[src/rtl/acfb_pkg.sv]
// ----------------------------------------------------------------------------
// acfb_pkg
// Shared widths, frame layout constants and the CRC-16 (poly 0x1021) step
// function for the attitude command frame builder.
// ----------------------------------------------------------------------------
package acfb_pkg;

	localparam int AngleW    = 10;
	localparam int ScaledW   = 16;
	localparam int ByteW     = 8;
	localparam int CrcW      = 16;
	localparam int FrameLen  = 14;
	localparam int HeaderLen = 8;
	localparam int PosW      = $clog2(FrameLen);

	localparam logic [CrcW-1:0] CrcPoly = 16'h1021;

	typedef logic [ByteW-1:0]   byte_t;
	typedef logic [CrcW-1:0]    crc_t;
	typedef logic [ScaledW-1:0] scaled_t;
	typedef logic [PosW-1:0]    pos_t;

	// fixed set-attitude header
	localparam byte_t FrameHeader [HeaderLen] = '{
		8'h55, 8'h66, 8'h01, 8'h04, 8'h00, 8'h00, 8'h00, 8'h0E
	};

	// byte positions within the frame
	localparam pos_t PosHdrLast = pos_t'(HeaderLen - 1);
	localparam pos_t PosYawLo   = pos_t'(8);
	localparam pos_t PosYawHi   = pos_t'(9);
	localparam pos_t PosPitLo   = pos_t'(10);
	localparam pos_t PosPitHi   = pos_t'(11);
	localparam pos_t PosCrcLo   = pos_t'(12);
	localparam pos_t PosCrcHi   = pos_t'(FrameLen - 1);

	// one byte through the crc, msb first, no reflection
	function automatic crc_t crc_byte(input crc_t crc, input byte_t b);
		crc_t c;
		c = crc ^ {b, 8'h00};
		for (int i = 0; i < ByteW; i++) begin
			if (c[CrcW-1]) begin
				c = {c[CrcW-2:0], 1'b0} ^ CrcPoly;
			end else begin
				c = {c[CrcW-2:0], 1'b0};
			end
		end
		return c;
	endfunction

	// crc of the fixed header, folded at elaboration
	function automatic crc_t crc_header();
		crc_t c;
		c = '0;
		for (int k = 0; k < HeaderLen; k++) begin
			c = crc_byte(c, FrameHeader[k]);
		end
		return c;
	endfunction

	localparam crc_t HeaderCrc = crc_header();

endpackage

[src/rtl/acfb_in_if.sv]
// ----------------------------------------------------------------------------
// acfb_in_if
// Request channel carrying one yaw / pitch angle pair per request.
// ----------------------------------------------------------------------------
interface acfb_in_if;
	import acfb_pkg::*;

	logic                     valid;
	logic                     ready;
	logic signed [AngleW-1:0] yaw_degrees;
	logic signed [AngleW-1:0] pitch_degrees;

	modport source (output valid, output yaw_degrees, output pitch_degrees, input ready);
	modport sink   (input valid, input yaw_degrees, input pitch_degrees, output ready);

endinterface

[src/rtl/acfb_out_if.sv]
// ----------------------------------------------------------------------------
// acfb_out_if
// Byte channel carrying the command frame, one byte per request.
// ----------------------------------------------------------------------------
interface acfb_out_if;
	import acfb_pkg::*;

	logic             valid;
	logic             ready;
	logic [ByteW-1:0] frame_byte;
	logic             last_byte;

	modport source (output valid, output frame_byte, output last_byte, input ready);
	modport sink   (input valid, input frame_byte, input last_byte, output ready);

endinterface

[src/rtl/attitude_command_frame_builder.sv]
// ----------------------------------------------------------------------------
// attitude_command_frame_builder
// Turns a yaw / pitch pair into a 14-byte set-attitude frame with CRC-16.
// ----------------------------------------------------------------------------
// usage:
//   in_ch  takes one request per angle pair (yaw_degrees, pitch_degrees,
//          whole degrees, signed 10 bit); each angle is scaled by ten
//   out_ch gives 14 requests per pair: header 55 66 01 04 00 00 00 0E,
//          yaw lo/hi, pitch lo/hi, crc lo/hi; last_byte marks the crc hi byte
// pipeline: a pair passes the scale stage, four crc byte stages, then the
//   serializer before its first byte is valid
// throughput: one pair per frame, set by the byte serializer that sends
//   one byte per cycle while out_ch.ready is high; up to five more pairs
//   queue in the pipeline, one per cycle, while a frame is being sent
// reset: arst_n clears all valid bits and the serializer; no frame is out
// stall: when out_ch.ready is low the current byte holds, the pipeline
//   fills and then in_ch.ready drops; nothing is lost or repeated
// ----------------------------------------------------------------------------
module attitude_command_frame_builder (
	input  logic       clk,
	input  logic       arst_n,
	acfb_in_if.sink    in_ch,
	acfb_out_if.source out_ch
);
	import acfb_pkg::*;

	// pipeline valid bits and stage readiness
	logic valid_s1, valid_s2, valid_s3, valid_s4, valid_s5;
	logic rdy_s1, rdy_s2, rdy_s3, rdy_s4, rdy_s5;

	// payload per stage
	scaled_t yaw_s1, yaw_s2, yaw_s3, yaw_s4, yaw_s5;
	scaled_t pitch_s1, pitch_s2, pitch_s3, pitch_s4, pitch_s5;
	crc_t    crc_s2, crc_s3, crc_s4, crc_s5;

	// serializer
	logic    busy_q;
	pos_t    pos_q;
	scaled_t yaw_q;
	scaled_t pitch_q;
	crc_t    crc_q;
	logic    ser_ready;
	logic    ser_last;
	logic    ser_load;

	scaled_t yaw_ext, pitch_ext;
	scaled_t yaw_scaled, pitch_scaled;
	byte_t   byte_mux;

	// x*10 = x*8 + x*2 on the sign-extended angle
	assign yaw_ext      = scaled_t'(in_ch.yaw_degrees);
	assign pitch_ext    = scaled_t'(in_ch.pitch_degrees);
	assign yaw_scaled   = {yaw_ext[ScaledW-4:0], 3'b000} + {yaw_ext[ScaledW-2:0], 1'b0};
	assign pitch_scaled = {pitch_ext[ScaledW-4:0], 3'b000} + {pitch_ext[ScaledW-2:0], 1'b0};

	// serializer can take a new frame when idle or on the final byte handoff
	assign ser_last  = (pos_q == PosCrcHi);
	assign ser_ready = !busy_q || (out_ch.ready && ser_last);
	assign ser_load  = valid_s5 && ser_ready;

	// ready chain, back to front
	assign rdy_s5      = !valid_s5 || ser_ready;
	assign rdy_s4      = !valid_s4 || rdy_s5;
	assign rdy_s3      = !valid_s3 || rdy_s4;
	assign rdy_s2      = !valid_s2 || rdy_s3;
	assign rdy_s1      = !valid_s1 || rdy_s2;
	assign in_ch.ready = rdy_s1;

	// valid bits
	always_ff @(posedge clk or negedge arst_n) begin
		if (!arst_n) begin
			valid_s1 <= 1'b0;
			valid_s2 <= 1'b0;
			valid_s3 <= 1'b0;
			valid_s4 <= 1'b0;
			valid_s5 <= 1'b0;
		end else begin
			if (rdy_s1) valid_s1 <= in_ch.valid;
			if (rdy_s2) valid_s2 <= valid_s1;
			if (rdy_s3) valid_s3 <= valid_s2;
			if (rdy_s4) valid_s4 <= valid_s3;
			if (rdy_s5) valid_s5 <= valid_s4;
		end
	end

	// payload: scale, then the crc one angle byte per stage
	always_ff @(posedge clk) begin
		if (rdy_s1) begin
			yaw_s1   <= yaw_scaled;
			pitch_s1 <= pitch_scaled;
		end
		if (rdy_s2) begin
			yaw_s2   <= yaw_s1;
			pitch_s2 <= pitch_s1;
			crc_s2   <= crc_byte(HeaderCrc, yaw_s1[ByteW-1:0]);
		end
		if (rdy_s3) begin
			yaw_s3   <= yaw_s2;
			pitch_s3 <= pitch_s2;
			crc_s3   <= crc_byte(crc_s2, yaw_s2[ScaledW-1:ByteW]);
		end
		if (rdy_s4) begin
			yaw_s4   <= yaw_s3;
			pitch_s4 <= pitch_s3;
			crc_s4   <= crc_byte(crc_s3, pitch_s3[ByteW-1:0]);
		end
		if (rdy_s5) begin
			yaw_s5   <= yaw_s4;
			pitch_s5 <= pitch_s4;
			crc_s5   <= crc_byte(crc_s4, pitch_s4[ScaledW-1:ByteW]);
		end
	end

	// serializer control
	always_ff @(posedge clk or negedge arst_n) begin
		if (!arst_n) begin
			busy_q <= 1'b0;
			pos_q  <= '0;
		end else begin
			if (ser_load) begin
				busy_q <= 1'b1;
				pos_q  <= '0;
			end else if (busy_q && out_ch.ready) begin
				if (ser_last) begin
					busy_q <= 1'b0;
					pos_q  <= '0;
				end else begin
					pos_q <= pos_q + pos_t'(1);
				end
			end
		end
	end

	// serializer frame hold
	always_ff @(posedge clk) begin
		if (ser_load) begin
			yaw_q   <= yaw_s5;
			pitch_q <= pitch_s5;
			crc_q   <= crc_s5;
		end
	end

	// byte select by frame position
	always_comb begin
		unique case (pos_q)
			PosYawLo: byte_mux = yaw_q[ByteW-1:0];
			PosYawHi: byte_mux = yaw_q[ScaledW-1:ByteW];
			PosPitLo: byte_mux = pitch_q[ByteW-1:0];
			PosPitHi: byte_mux = pitch_q[ScaledW-1:ByteW];
			PosCrcLo: byte_mux = crc_q[ByteW-1:0];
			PosCrcHi: byte_mux = crc_q[CrcW-1:ByteW];
			default: begin
				if (pos_q <= PosHdrLast) begin
					byte_mux = FrameHeader[pos_q[$clog2(HeaderLen)-1:0]];
				end else begin
					byte_mux = '0;
				end
			end
		endcase
	end

	assign out_ch.valid      = busy_q;
	assign out_ch.frame_byte = byte_mux;
	assign out_ch.last_byte  = ser_last;

endmodule

[src/flat_wrapper.sv]
// flat-port wrapper written by rule: the top's interface ports become plain ports
module attitude_command_frame_builder_flat import acfb_pkg::*;
  (clk, arst_n, in_ch_valid, in_ch_yaw_degrees, in_ch_pitch_degrees, in_ch_ready, out_ch_valid, out_ch_frame_byte, out_ch_last_byte, out_ch_ready);
  acfb_in_if in_ch_i ();
  acfb_out_if out_ch_i ();
  input  logic clk;
  input  logic arst_n;
  input wire logic [$bits(in_ch_i.valid)-1:0] in_ch_valid;
  input wire logic [$bits(in_ch_i.yaw_degrees)-1:0] in_ch_yaw_degrees;
  input wire logic [$bits(in_ch_i.pitch_degrees)-1:0] in_ch_pitch_degrees;
  output wire logic [$bits(in_ch_i.ready)-1:0] in_ch_ready;
  output wire logic [$bits(out_ch_i.valid)-1:0] out_ch_valid;
  output wire logic [$bits(out_ch_i.frame_byte)-1:0] out_ch_frame_byte;
  output wire logic [$bits(out_ch_i.last_byte)-1:0] out_ch_last_byte;
  input wire logic [$bits(out_ch_i.ready)-1:0] out_ch_ready;
  assign in_ch_i.valid = in_ch_valid;
  assign in_ch_i.yaw_degrees = in_ch_yaw_degrees;
  assign in_ch_i.pitch_degrees = in_ch_pitch_degrees;
  assign in_ch_ready = in_ch_i.ready;
  assign out_ch_valid = out_ch_i.valid;
  assign out_ch_frame_byte = out_ch_i.frame_byte;
  assign out_ch_last_byte = out_ch_i.last_byte;
  assign out_ch_i.ready = out_ch_ready;
  attitude_command_frame_builder u_core (.clk(clk), .arst_n(arst_n), .in_ch(in_ch_i), .out_ch(out_ch_i));
endmodule
[config.mk]
export PLATFORM = sky130hd
export DESIGN_NAME = attitude_command_frame_builder_flat
export DESIGN_NICKNAME = d
export VERILOG_FILES = /design/src/rtl/acfb_pkg.sv /design/src/rtl/acfb_in_if.sv /design/src/rtl/acfb_out_if.sv /design/src/rtl/attitude_command_frame_builder.sv /design/src/flat_wrapper.sv
export SDC_FILE = /design/constraint.sdc
export NUM_CORES = 1
export LEC_CHECK = 0
export BUFFER_PORTS_ARGS = -buffer_cell sky130_fd_sc_hd__buf_2
export CORE_MARGIN = 2
export CORE_UTILIZATION = 50
export CTS_CLUSTER_SIZE = 10
export DETAILED_ROUTE_END_ITERATION = 16
export GPL_TIMING_DRIVEN = 1
export PLACE_DENSITY = 0.77
export SETUP_SLACK_MARGIN = 0.05
export SLEW_MARGIN = 20
export SYNTH_ARGS = -nofsm -noshare
export SYNTH_HDL_FRONTEND = slang
export SYNTH_SLANG_ARGS = --single-unit
[constraint.sdc]
create_clock -name clk -period 8.65 [get_ports clk]
set_clock_uncertainty 0.05 [all_clocks]
set_input_delay 2.595 -clock clk [delete_from_list [all_inputs] [get_ports clk]]
set_output_delay 2.595 -clock clk [all_outputs]
set_load 0.1 [all_outputs]
==> impl_summary.txt <==
----------------------------------------------------
[Global route]
  Global router's overall resource usage ... 0.144
  Global-route wire length before repair ... 22.8 mm
  Largest net degree at the start of global routing ... 44
  Congestion Overflow GR ... 0
  Number of global-route vias before repair ... around 4,500
  Initial antenna violation count ... 0

[Detailed routing]
  Post-DRT Antenna Nets ... 0
  Mean number of vias per cell ... 5.23
  Pre-Repair DR Iteration Count ... 4
  Routed wirelength normalized by instance count ... around 17 um
  DRC viols ... 0
  DR top layer ... met4
  Detailed route wirelength on metal3 ... 579 um
  Total number of vias ... 4,296
  Sum of routed wire length over all layers ... around 14 mm
  Starting DRT DRC Count ... about 230
  Total routed wire length on the met1 layer ... approximately 5.5 mm
  Total length of routed met2 wires ... 7.16 mm

[STA]
  Setup tns final ... 0 ps
  RSZ-0062 raised after global routing ... false
  Worst slew slack as a fraction of its limit ... 0.421
  Setup-failing EPs final ... 0
  Transition at the pin with the smallest max-transition slack ... 865 ps
  Hold Fails Final Rpt ... 0
  Maximum clock frequency ... 0.142 GHz
  Fraction of the cycle the final worst path needs ... 0.814
  Count of final max-slew check failures ... 0
  Final critical-path required period ... roughly 7000 ps

[Critical path]
  Endpoint kind of the worst setup timing path ... output port
  Kind of cell with the highest combined delay on the critical path ... buffers and inverters
  Critical path cell sequence ... buf_2, a2111oi_4, nand3_2, buf_2
  Worst Path Buf+Inv ... 2
  R2r worst-path depth ... 3
  Setup slack, reg-to-reg ... 5790 ps
  Signal arrival time at the worst endpoint ... 4400 ps
  Critical path class ... in2out
  Worst r2r dst ... u_core.pitch_s1[7]
  Slowest cell on the critical path ... sky130_fd_sc_hd__nand3_2
  Worst R2R Start ... u_core.pos_q[1]
  Worst path most repeated cell ... sky130_fd_sc_hd__buf_2
  Critical path launch point ... out_ch_ready
  Kind of start point of the critical path ... input port
  Peak per-stage delay on the critical path ... 620 ps
  Crit path depth ... 4
  Required time at the endpoint of the critical path ... 6010 ps
  Crit-path max FO ... 28

[Yosys]
  Nets in the synthesized netlist ... 563
  FFs w/ async S/R, synth ... 0.0413
  Yosys cell types ... 51
  Synthesized area divided by synthesized cell count ... 18.1 um2
  Most instantiated flip-flop cell in the synthesis netlist ... sky130_fd_sc_hd__edfxtp_1
  Number of instances in the synthesized netlist ... 518
  Syn. warnings ... 0
  Combined area of all synthesized cells ... 9360 um2
  Register bit total from synthesis ... approximately 240
  Number of flops mapped to enable cells by yosys ... 232
  Fraction of the yosys area taken by sequential cells ... 0.771

[Cells and area]
  Nets ... about 620
  Utilization of the core after routing ... 0.572
  Proportion of layout cells with a drive suffix above 1 ... 0.145
  Ant. Diodes ... 0
  Area growth syn-to-layout ... 13.2%

[CTS]
  Clock Sink Count ... 242
  Post CTS Setup Buffer Count ... 0
  Cells resized by post-CTS repair ... 0
  TritonCTS clock tree ... yes
  Clock slew at reported path FFs ... around 50 ps
  Post-cts hold buffer count ... 0
  Clock H-tree levels ... 1
  Clock insertion delay at the later pin of the skew report ... 530 ps
  Cts bufs inserted ... 28
  Max Buffers Root-to-Sink ... 3
  Root Buffer Master ... sky130_fd_sc_hd__clkbuf_16

[Hold path]
  Worst hold stages ... 0
  Worst-case hold path end point ... u_core.pitch_s5[3]
  Critical hold path startpoint ... u_core.pitch_s4[3]
  Tightest Hold Check Type ... reg2reg

[Place]
  Number of buffers inserted by port buffering ... 34
  Final HPWL DP ... roughly 9.5 mm
  Routability congestion estimate from global placement ... 0.895

[Run]
  Max cap viols ... 0

[Power]
  Power density normalized to cell area ... 267 nW/um2
  Total Power ... 0.00283 W
  Leakage dissipation ... 3.65 nW
  Largest vdd supply drop ... 0.147 mV

[Floorplanning]
  Die Ht ... 141 um
  Number of top-level pins ... 35
  Standard cell core area ... 18,500 um2
  Horizontal extent of the die ... ~140 um
  Core Rows ... 50
  DIE AREA ... 19,800 um2
  Initial core utilization ... 0.505

[Outcome]
  Status ... complete, no violations

----------------------------------------------------
[cell usage after synthesis, drive strengths merged, types with 3 or more instances]
master     n  area, um2
a2111oi    3       45.1
a221oi     4       35.0
a21o       8       60.1
o21ai     10       50.1
and2       3       18.8
or2        4       25.0
nand3      7       40.0
nand2     16       62.6
inv       20       75.1
nor2       8       30.0
mux2       3       33.8
nor3       6       30.0
a22o       3       26.3
edfxtp   232       6970
xnor2     60        526
nand2b     5       31.3
ha        19        238
nor2b      5       31.3
and3       5       32.5
mux4       4       90.1
a21oi     14       70.1
xor2      30        263
dfrtp     10        250
buf        7       47.5
[worst register-to-register path, delay by kind of cell (launching register included)]
kind / cells / cell delay (ps)
and+or+nand+nor: 2 / 1000
DFF: 1 / 770
AOI/OAI and AO/OA: 1 / 560
[routing by layer]
metal	vias up	track usage
met4	0	0.0647
met2	110	0.254
met5	-	0
li1	2072	-
met1	2070	0.175
met3	44	0.0255
[how the worst max path moves through the flow]
stage / to
floorplan: in_ch_ready
global placement: in_ch_ready
detailed placement: in_ch_ready
CTS: in_ch_ready
global route: in_ch_ready
finish: in_ch_ready
[sequential cells by signal, summed over array words and instances (netlist names), 16 cells and up]
name and count:
u_core.crc_s3 16, u_core.crc_q 16, u_core.crc_s5 16, u_core.crc_s4 16
[cells in the final DEF, fill, tap and decap left out, types with 2 or more instances in the layout]
cell type                   instances
sky130_fd_sc_hd__mux4_2             4
sky130_fd_sc_hd__a21o_1             8
sky130_fd_sc_hd__and3_1             4
sky130_fd_sc_hd__clkbuf_1          10
sky130_fd_sc_hd__dfrtp_1           10
sky130_fd_sc_hd__xnor2_1           60
sky130_fd_sc_hd__a32oi_1            2
sky130_fd_sc_hd__buf_2             34
sky130_fd_sc_hd__o21bai_1           2
sky130_fd_sc_hd__a21oi_1           13
sky130_fd_sc_hd__inv_1             20
sky130_fd_sc_hd__nand2_1           15
sky130_fd_sc_hd__fa_1               2
sky130_fd_sc_hd__mux2_2             3
sky130_fd_sc_hd__xor2_1            30
sky130_fd_sc_hd__nand3_1            6
sky130_fd_sc_hd__nand2b_1           5
sky130_fd_sc_hd__o2bb2ai_1          2
sky130_fd_sc_hd__o21ai_0           10
sky130_fd_sc_hd__ha_1              19
sky130_fd_sc_hd__nor2b_1            5
sky130_fd_sc_hd__a221oi_1           4
sky130_fd_sc_hd__buf_4              3
sky130_fd_sc_hd__edfxtp_1         232
sky130_fd_sc_hd__nor2_1             8
sky130_fd_sc_hd__a2111oi_0          2
sky130_fd_sc_hd__a22o_1             3
sky130_fd_sc_hd__clkbuf_16         28
sky130_fd_sc_hd__a22oi_1            2
sky130_fd_sc_hd__o22ai_1            2
sky130_fd_sc_hd__nor3_1             6
sky130_fd_sc_hd__or2_2              4
sky130_fd_sc_hd__mux2i_1            2
sky130_fd_sc_hd__and2_1             3
sky130_fd_sc_hd__o21a_1             2
sky130_fd_sc_hd__a211oi_1           2
[kinds of logic after synthesis]
family | count (synthesis) | share of synthesized area
xor gates and xnor gates | 90 | 0.0842
AOI/OAI and AO/OA | 66 | 0.0514
buffers and inverters | 29 | 0.0139
adders and majority gates | 21 | 0.0297
muxes | 9 | 0.0154
DFF | 242 | 0.771
and+or+nand+nor | 61 | 0.0341
[report_power, final]
group	internal (W)	total (W)	switching (W)
Combinational	0.000123	0.000455	0.000333
Sequential	0.00134	0.00138	0.0000455
Clock	0.000586	0.000988	0.000403
[cell type report]
type,count,area [um2]
Timing Repair Buffer,38,220
Multi-Input combinational cell,247,2020
Inverter,20,75.1
Sequential cell,242,7220
Clock inverter,2,25.0
Clock buffer,38,738
Fill cell,1338,7930
Tap cell,234,293
[per-stage QoR]
step                      hold WS, ps  area (um2)  std cells  setup slack [ps]
after global routing              364       10600        821              1470
after CTS                         338       10600        820              1600
final                             345       10600        821              1610
after floorplan                   350        9360        518              2190
after global placement            351        9800        780              1660
after detailed placement          355        9800        780              1600
Note: power is estimated with default switching activity, not from simulation.
